$ cat config.mk
export PLATFORM = sky130hd
export DESIGN_NAME = percent_url_decoder_top
export DESIGN_NICKNAME = d
export VERILOG_FILES = /design/src/rtl/core/pud_pkg.sv /design/src/rtl/core/percent_url_decoder_top.sv /design/src/rtl/core/pud_front.sv /design/src/rtl/core/pud_queue.sv /design/src/rtl/core/pud_back.sv
export SDC_FILE = /design/constraint.sdc
export NUM_CORES = 1
export LEC_CHECK = 0
export BUFFER_PORTS_ARGS = -buffer_cell sky130_fd_sc_hd__buf_2
export CORE_MARGIN = 5
export CORE_UTILIZATION = 30
export CTS_CLUSTER_SIZE = 28
export DETAILED_ROUTE_END_ITERATION = 8
export PLACE_DENSITY = 0.46
export SYNTH_ARGS = -nofsm -noshare
export SYNTH_HDL_FRONTEND = slang
export SYNTH_SLANG_ARGS = --single-unit
$ cat constraint.sdc
create_clock -name clk -period 7 [get_ports clk]
set_input_delay 0 -clock clk [delete_from_list [all_inputs] [get_ports clk]]
set_output_delay 0 -clock clk [all_outputs]
set_load 0.03 [all_outputs]
$ cat src/rtl/core/pud_pkg.sv
// ----------------------------------------------------------------------------
// pud_pkg
// Shared types and constants for the percent url decoder.
// ----------------------------------------------------------------------------
package pud_pkg;

  localparam int QUEUE_DEPTH = 4;

  localparam int MAX_BYTES = 3;
  localparam int CNT_W     = 2;

  // one input word
  typedef struct packed {
    logic [7:0] in_byte;
    logic       in_last;
  } pud_in_t;

  // one result word
  typedef struct packed {
    logic [7:0] out_byte;
    logic       run_last;
    logic       string_end;
  } pud_out_t;

  // classified work handed from front to back
  typedef struct packed {
    logic [MAX_BYTES-1:0][7:0] bytes;
    logic [CNT_W-1:0]          cnt;
    logic                      last;
  } pud_cmd_t;

endpackage

$ cat src/rtl/core/percent_url_decoder_top.sv
// ----------------------------------------------------------------------------
// percent_url_decoder_top
// Streaming url percent decoder with queue-style ports on both sides.
// ----------------------------------------------------------------------------
// One encoded byte is taken per cycle while full is low. The front end turns
// each word into zero to three decoded bytes in the same cycle and stores
// any nonempty set as one command in a QDEPTH-entry queue; the back end
// emits one decoded byte per cycle while the result is popped or empty,
// from the queue head through a result register, so a word that decodes
// to n bytes holds the back end for n bytes. Full rises only when the
// queue has filled behind a slow consumer or a run of malformed escapes.
// A taken word passes through a queue slot and then the result register.
module percent_url_decoder_top #(
  parameter int QDEPTH = pud_pkg::QUEUE_DEPTH
) (
  input  logic              clk,
  input  logic              rst,
  input  logic              push,
  output logic              full,
  input  pud_pkg::pud_in_t  item,
  output logic              empty,
  input  logic              pop,
  output pud_pkg::pud_out_t result
);

  logic              enq;
  logic              deq;
  logic              q_empty;
  pud_pkg::pud_cmd_t cmd;
  pud_pkg::pud_cmd_t head;

  pud_front u_front (
    .clk  (clk),
    .rst  (rst),
    .push (push),
    .full (full),
    .item (item),
    .enq  (enq),
    .cmd  (cmd)
  );

  pud_queue #(
    .QDEPTH (QDEPTH)
  ) u_queue (
    .clk   (clk),
    .rst   (rst),
    .enq   (enq),
    .wdata (cmd),
    .full  (full),
    .deq   (deq),
    .head  (head),
    .empty (q_empty)
  );

  pud_back u_back (
    .clk     (clk),
    .rst     (rst),
    .q_empty (q_empty),
    .q_head  (head),
    .q_deq   (deq),
    .empty   (empty),
    .pop     (pop),
    .result  (result)
  );

endmodule

$ cat src/rtl/core/pud_front.sv
// ----------------------------------------------------------------------------
// pud_front
// Accepts encoded bytes, tracks the escape state and builds the list of
// decoded bytes that each input word produces.
// ----------------------------------------------------------------------------
module pud_front (
  input  logic              clk,
  input  logic              rst,
  input  logic              push,
  input  logic              full,
  input  pud_pkg::pud_in_t  item,
  output logic              enq,
  output pud_pkg::pud_cmd_t cmd
);

  localparam logic [1:0] PH_IDLE = 2'd0;
  localparam logic [1:0] PH_PCT  = 2'd1;
  localparam logic [1:0] PH_DIG  = 2'd2;

  localparam logic [7:0] CH_PLUS  = 8'h2B;
  localparam logic [7:0] CH_PCT   = 8'h25;
  localparam logic [7:0] CH_SPACE = 8'h20;

  logic [1:0] phase;
  logic [1:0] phase_next;
  logic [7:0] held;
  logic [7:0] held_next;

  logic       accept;
  logic       b_hex;
  logic [3:0] b_nib;
  logic       h_hex;
  logic [3:0] h_nib;
  logic       do_idle;
  logic [1:0] n;
  logic [pud_pkg::MAX_BYTES-1:0][7:0] bytes;

  function automatic logic is_hex(input logic [7:0] c);
    logic r;
    r = (c inside {[8'h30:8'h39], [8'h41:8'h46], [8'h61:8'h66]});
    return r;
  endfunction

  // letters carry their value minus 9 in the low nibble
  function automatic logic [3:0] hex_nib(input logic [7:0] c);
    logic [3:0] r;
    if (c inside {[8'h30:8'h39]}) begin
      r = c[3:0];
    end else begin
      r = c[3:0] + 4'd9;
    end
    return r;
  endfunction

  assign accept = push && !full;
  assign b_hex  = is_hex(item.in_byte);
  assign b_nib  = hex_nib(item.in_byte);
  assign h_hex  = is_hex(held);
  assign h_nib  = h_hex ? hex_nib(held) : 4'd0;

  always_comb begin
    phase_next = phase;
    held_next  = held;
    do_idle    = 1'b0;
    n          = 2'd0;
    bytes      = '0;

    case (phase)
      PH_PCT: begin
        if (b_hex) begin
          held_next  = item.in_byte;
          phase_next = PH_DIG;
        end else begin
          bytes[0]   = CH_PCT;
          n          = 2'd1;
          phase_next = PH_IDLE;
          do_idle    = 1'b1;
        end
      end
      PH_DIG: begin
        if (b_hex) begin
          bytes[0] = {h_nib, b_nib};
          n        = 2'd1;
        end else begin
          bytes[0] = CH_PCT;
          bytes[1] = held;
          n        = 2'd2;
          do_idle  = 1'b1;
        end
        phase_next = PH_IDLE;
        held_next  = '0;
      end
      default: begin
        phase_next = PH_IDLE;
        do_idle    = 1'b1;
      end
    endcase

    if (do_idle) begin
      if (item.in_byte == CH_PLUS) begin
        bytes[n] = CH_SPACE;
        n        = n + 2'd1;
      end else if (item.in_byte == CH_PCT) begin
        phase_next = PH_PCT;
      end else begin
        bytes[n] = item.in_byte;
        n        = n + 2'd1;
      end
    end

    // flush a pending escape at the end of the string
    if (item.in_last) begin
      if (phase_next == PH_PCT) begin
        bytes[n] = CH_PCT;
        n        = n + 2'd1;
      end else if (phase_next == PH_DIG) begin
        bytes[n]             = CH_PCT;
        bytes[n + 2'd1]      = held_next;
        n                    = n + 2'd2;
      end
      phase_next = PH_IDLE;
      held_next  = '0;
    end
  end

  always_ff @(posedge clk) begin
    if (rst) begin
      phase <= PH_IDLE;
      held  <= '0;
    end else if (accept) begin
      phase <= phase_next;
      held  <= held_next;
    end
  end

  assign enq       = accept && (n != 2'd0);
  assign cmd.bytes = bytes;
  assign cmd.cnt   = n;
  assign cmd.last  = item.in_last;

endmodule

$ cat src/rtl/core/pud_queue.sv
// ----------------------------------------------------------------------------
// pud_queue
// Small circular queue of decode commands between front and back.
// ----------------------------------------------------------------------------
module pud_queue #(
  parameter int QDEPTH = pud_pkg::QUEUE_DEPTH
) (
  input  logic              clk,
  input  logic              rst,
  input  logic              enq,
  input  pud_pkg::pud_cmd_t wdata,
  output logic              full,
  input  logic              deq,
  output pud_pkg::pud_cmd_t head,
  output logic              empty
);

  localparam int AW = (QDEPTH > 1) ? $clog2(QDEPTH) : 1;
  localparam int CW = $clog2(QDEPTH + 1);
  localparam logic [AW-1:0] LAST_IDX = AW'(QDEPTH - 1);
  localparam logic [CW-1:0] DEPTH_C  = CW'(QDEPTH);

  pud_pkg::pud_cmd_t slots [QDEPTH];
  logic [AW-1:0] wptr;
  logic [AW-1:0] rptr;
  logic [CW-1:0] count;

  logic do_enq;
  logic do_deq;

  assign full   = (count == DEPTH_C);
  assign empty  = (count == '0);
  assign do_enq = enq && !full;
  assign do_deq = deq && !empty;
  assign head   = slots[rptr];

  always_ff @(posedge clk) begin
    if (do_enq) begin
      slots[wptr] <= wdata;
    end
  end

  always_ff @(posedge clk) begin
    if (rst) begin
      wptr  <= '0;
      rptr  <= '0;
      count <= '0;
    end else begin
      if (do_enq) begin
        wptr <= (wptr == LAST_IDX) ? '0 : wptr + AW'(1);
      end
      if (do_deq) begin
        rptr <= (rptr == LAST_IDX) ? '0 : rptr + AW'(1);
      end
      if (do_enq && !do_deq) begin
        count <= count + CW'(1);
      end else if (do_deq && !do_enq) begin
        count <= count - CW'(1);
      end
    end
  end

endmodule

$ cat src/rtl/core/pud_back.sv
// ----------------------------------------------------------------------------
// pud_back
// Walks the head command's bytes into the result register, one per cycle
// while it is empty or popped; tags the last byte of each word and string.
// ----------------------------------------------------------------------------
module pud_back (
  input  logic              clk,
  input  logic              rst,
  input  logic              q_empty,
  input  pud_pkg::pud_cmd_t q_head,
  output logic              q_deq,
  output logic              empty,
  input  logic              pop,
  output pud_pkg::pud_out_t result
);

  logic                        ovalid;
  pud_pkg::pud_out_t           oreg;
  logic [pud_pkg::CNT_W-1:0]   idx;
  logic                        load;
  logic                        at_end;
  logic [7:0]                  sel;

  always_comb begin
    case (idx)
      2'd0:    sel = q_head.bytes[0];
      2'd1:    sel = q_head.bytes[1];
      2'd2:    sel = q_head.bytes[2];
      default: sel = q_head.bytes[0];
    endcase
  end

  assign load   = !q_empty && (!ovalid || pop);
  assign at_end = (idx + 2'd1 == q_head.cnt);
  assign q_deq  = load && at_end;

  always_ff @(posedge clk) begin
    if (rst) begin
      ovalid <= 1'b0;
      idx    <= '0;
    end else begin
      if (load) begin
        ovalid <= 1'b1;
        idx    <= at_end ? '0 : idx + 2'd1;
      end else if (pop) begin
        ovalid <= 1'b0;
      end
    end
  end

  always_ff @(posedge clk) begin
    if (load) begin
      oreg.out_byte   <= sel;
      oreg.run_last   <= at_end;
      oreg.string_end <= at_end && q_head.last;
    end
  end

  assign empty  = !ovalid;
  assign result = oreg;

endmodule
==> results.md <==
- Count of standard-cell rows: 55
- Smallest hold slack: 0.171 ns
- Longest Clk Path Bufs: 2
- Core Util, Final: 34.4%
- Sequential-to-total area share from yosys stat: 58.5%
- Worst EP arrival: 5.15 ns
- Fmax: 208 MHz
- CTS clock-pin slew for the worst setup and hold paths: 0.06 ns
- Clk Tree Root Cell: clkbuf_16
- Clock insertion delay at the later pin of the skew report: 0.41 ns
- Clock sink count: 140
- Highest-count cells in the layout ignoring fill and taps: edfxtp_1 (118), nor2_1 (38), mux4_2 (27)
- Area enclosed by the die boundary: 0.0258 sq mm
- Max H-tree Level: 4
- Startpoint class of the critical path: flop
- Maximum Capacitance Violations: 0
- Number of vias in the routed layout: 4427
- Via count of the first global-routing pass: 4376
- Worst-margin pin slew: 1.11 ns
- Count of endpoints failing setup in the final report: 0
- Post-route minimum period: 4.82 ns
- Worst setup margin: 2.18 ns
- Overall power of the completed layout: 2.49 mW
- Most crowded layer after global routing: met2
- Most common library cell in the layout ignoring fill and taps: edfxtp_1
- Number of I/O port buffers: 24
- Placement Setup Slack: 2.04 ns
- Number of enable-type register cells in the synthesized netlist: 118
- Post-synthesis async set-or-reset flop share: 0%
- Met3 Track Usage GR: 3.05%
- Post-Place Cell Area: 0.00717 sq mm
- Clock buffer count from CTS: 17
- Routed WL per cell: 20.4 microns
- Share of layout cells above drive strength 1: 18.5%
- Die Y-Extent: 161 microns
- Total I/O pin count: 25
- Final hold violation count: 0
- Placed Instances: 790
- Wire length of the first global-routing pass: 26200 microns
- Distinct cell type count after synthesis: 71
- Mean instance size in the synthesized netlist: 13.4 sq um
- Total negative slack for setup checks: 0 ns
- Antenna cell count: 0
- Total gr overflow: 0
- Total length of routed wires: 16900 microns
- HPWL reported at the end of detailed placement: 11500 microns
- IR Drop Worst-Case VDD: 0.000162 V
- Starting density of the core: 30.3%
- Antenna viol nets, final: 0
- Worst Skew: 0.00903 ns
- Pwr Density: 322 mW/mm^2
- CTS tree: built
- Static Leak: 2.62 nW
- Most used flip-flop cell after synthesis: edfxtp_1
- Net Count, Synth: 544
- Synthesis warning total: 0
- Worst Path Max Fanout: 12
- Endpoint kind of the worst setup timing path: flop
- TritonRoute pass-1 iters: 5
- Placer Congestion: 0.878
- Seq cells post-synth: 140
- Final instance area: 0.00775 sq mm
- GR Layer Usage met1: 18.4%
- Run status: complete, no violations
- Global-route met2 utilization: 20.9%
- Antenna violations before repair: 0
- Max-slew violation total from the final report: 0
- Buffer count from post-CTS setup fixing: 0
- Relative max-transition margin: 26.0%
- Per-cell via count in the routed design: 5.37
- Data required time at the worst endpoint: 7.34 ns
- Maximum number of pins on one net before global-route repair: 28
- Global routing usage summed across all routing layers: 13.4%
- Type of the worst min-delay path: in2reg
- Floorplan core area: 0.0225 sq mm
- Synthesized netlist cell count: 509
- Fill cell total of the finished layout: 2195
- Category of the most critical setup path: reg2reg
- Chip Width: 161 microns
- Synthesis-to-layout area growth: 13.7%
- Final std cells w/o fill: 825
- Number of design rule violations left after detail routing: 0
- Detailed Route Iter0 Violations: 288
- Final critical-path share of the clock period: 68.8%
- Final Net Count: 562
- Setup repair after global routing missed its margin: no
- Netlist Area Pre-Place: 0.00682 sq mm
-- layout make-up --
| type | count | area, sq um | area share (%) |
|---|---|---|---|
| clock buffers | 19 | 433 | 5.59 |
| multi-input cells | 314 | 2580 | 33.3 |
| clock inverters | 13 | 119 | 1.53 |
| flip-flops and latches | 140 | 3990 | 51.4 |
| inverters | 22 | 82.6 | 1.07 |
| repair buffers | 32 | 188 | 2.42 |
| well taps | 285 | 357 | 4.60 |
-- worst max-delay path: stages (launching register included) --
cell and delay, ns:
dfxtp_1 0.32, inv_1 0.05, ha_1 0.43, inv_1 0.20, a21oi_1 0.32, a21oi_1 0.14
ha_1 0.44, a22oi_1 0.32, inv_1 0.08, ha_1 0.28, nand3_1 0.08, o311ai_1 0.11
nor3_2 0.31, o21ba_1 0.34, ha_1 0.23, inv_1 0.06, fa_1 0.37, xor2_1 0.17
or3_1 0.31, a21oi_1 0.17
-- kinds of logic (layout without fill, tap and decap cells) --
| logic type | Yosys count | count (layout) | share of synthesized area, % |
|---|---|---|---|
| flip-flops | 140 | 140 | 58.5 |
| AND/OR/NAND/NOR | 128 | 128 | 9.58 |
| AO/OA/AOI/OAI | 124 | 124 | 13.3 |
| buffers and inverters | 55 | 86 | 3.63 |
| multiplexers | 33 | 33 | 9.95 |
| adder cells (fa/ha/maj) | 22 | 22 | 4.15 |
| XOR/XNOR | 7 | 7 | 0.900 |
-- registers in the layout, summed over array words and instances (netlist names), named ones only --
signal         count
u_queue.rptr       2
u_front.phase      2
u_queue.slots    108
u_queue.count      3
u_front.held       8
u_queue.wptr       2
u_back.result     10
u_back.idx         2
u_back.ovalid      1
-- cell usage after synthesis (all sizes together), types with 6 or more instances --
master | n | share of area [%]
a31oi | 6 | 0.55
buf | 16 | 1.5
clkbuf | 17 | 0.95
ha | 21 | 3.9
nand3 | 15 | 1.2
mux4 | 27 | 8.9
o22ai | 7 | 0.73
nand2b | 6 | 0.55
nand2 | 25 | 1.4
a22oi | 21 | 2.3
a21oi | 25 | 1.9
nor2 | 38 | 2.1
and3 | 8 | 0.73
edfxtp | 118 | 52
nor3 | 12 | 0.95
o21ai | 20 | 1.5
dfxtp | 22 | 6.5
a32o | 7 | 1.0
inv | 21 | 1.2
and2 | 9 | 0.83
-- metal layers --
layer	routed length, microns	part of all wire [%]
met1	7930	47
met5	0	0
met3	794	4.7
met2	7730	46
met4	401	2.4
-- power by group --
| group | leakage (nW) | switching (mW) | total, mW | internal [mW] |
|---|---|---|---|---|
| clock | 0.267 | 0.342 | 0.833 | 0.491 |
| combinational | 1.07 | 0.316 | 0.547 | 0.232 |
| sequential | 1.28 | 0.0760 | 1.11 | 1.04 |
| total | 2.62 | 0.734 | 2.49 | 1.76 |
-- what timing repair did --
| action | CTS | global route |
|---|---|---|
| endpoints found under the hold margin | 14 | 0 |
| resized for setup | 0 | 0 |
| hold buffers | 3 | 0 |
-- final timing paths --
kind | cells past startpoint | endpoint | from | slack (ns)
setup / recovery | 19 | u_queue.count[2] | u_front.phase[1] | 2.18
hold / removal | 2 | u_queue.slots[2][20] | item[2] | 0.17
setup reg to reg | 19 | u_queue.count[2] | u_front.phase[1] | 2.18
hold reg to reg | 2 | u_back.ovalid | u_back.ovalid | 0.47
(Power assumes the default switching activity.)
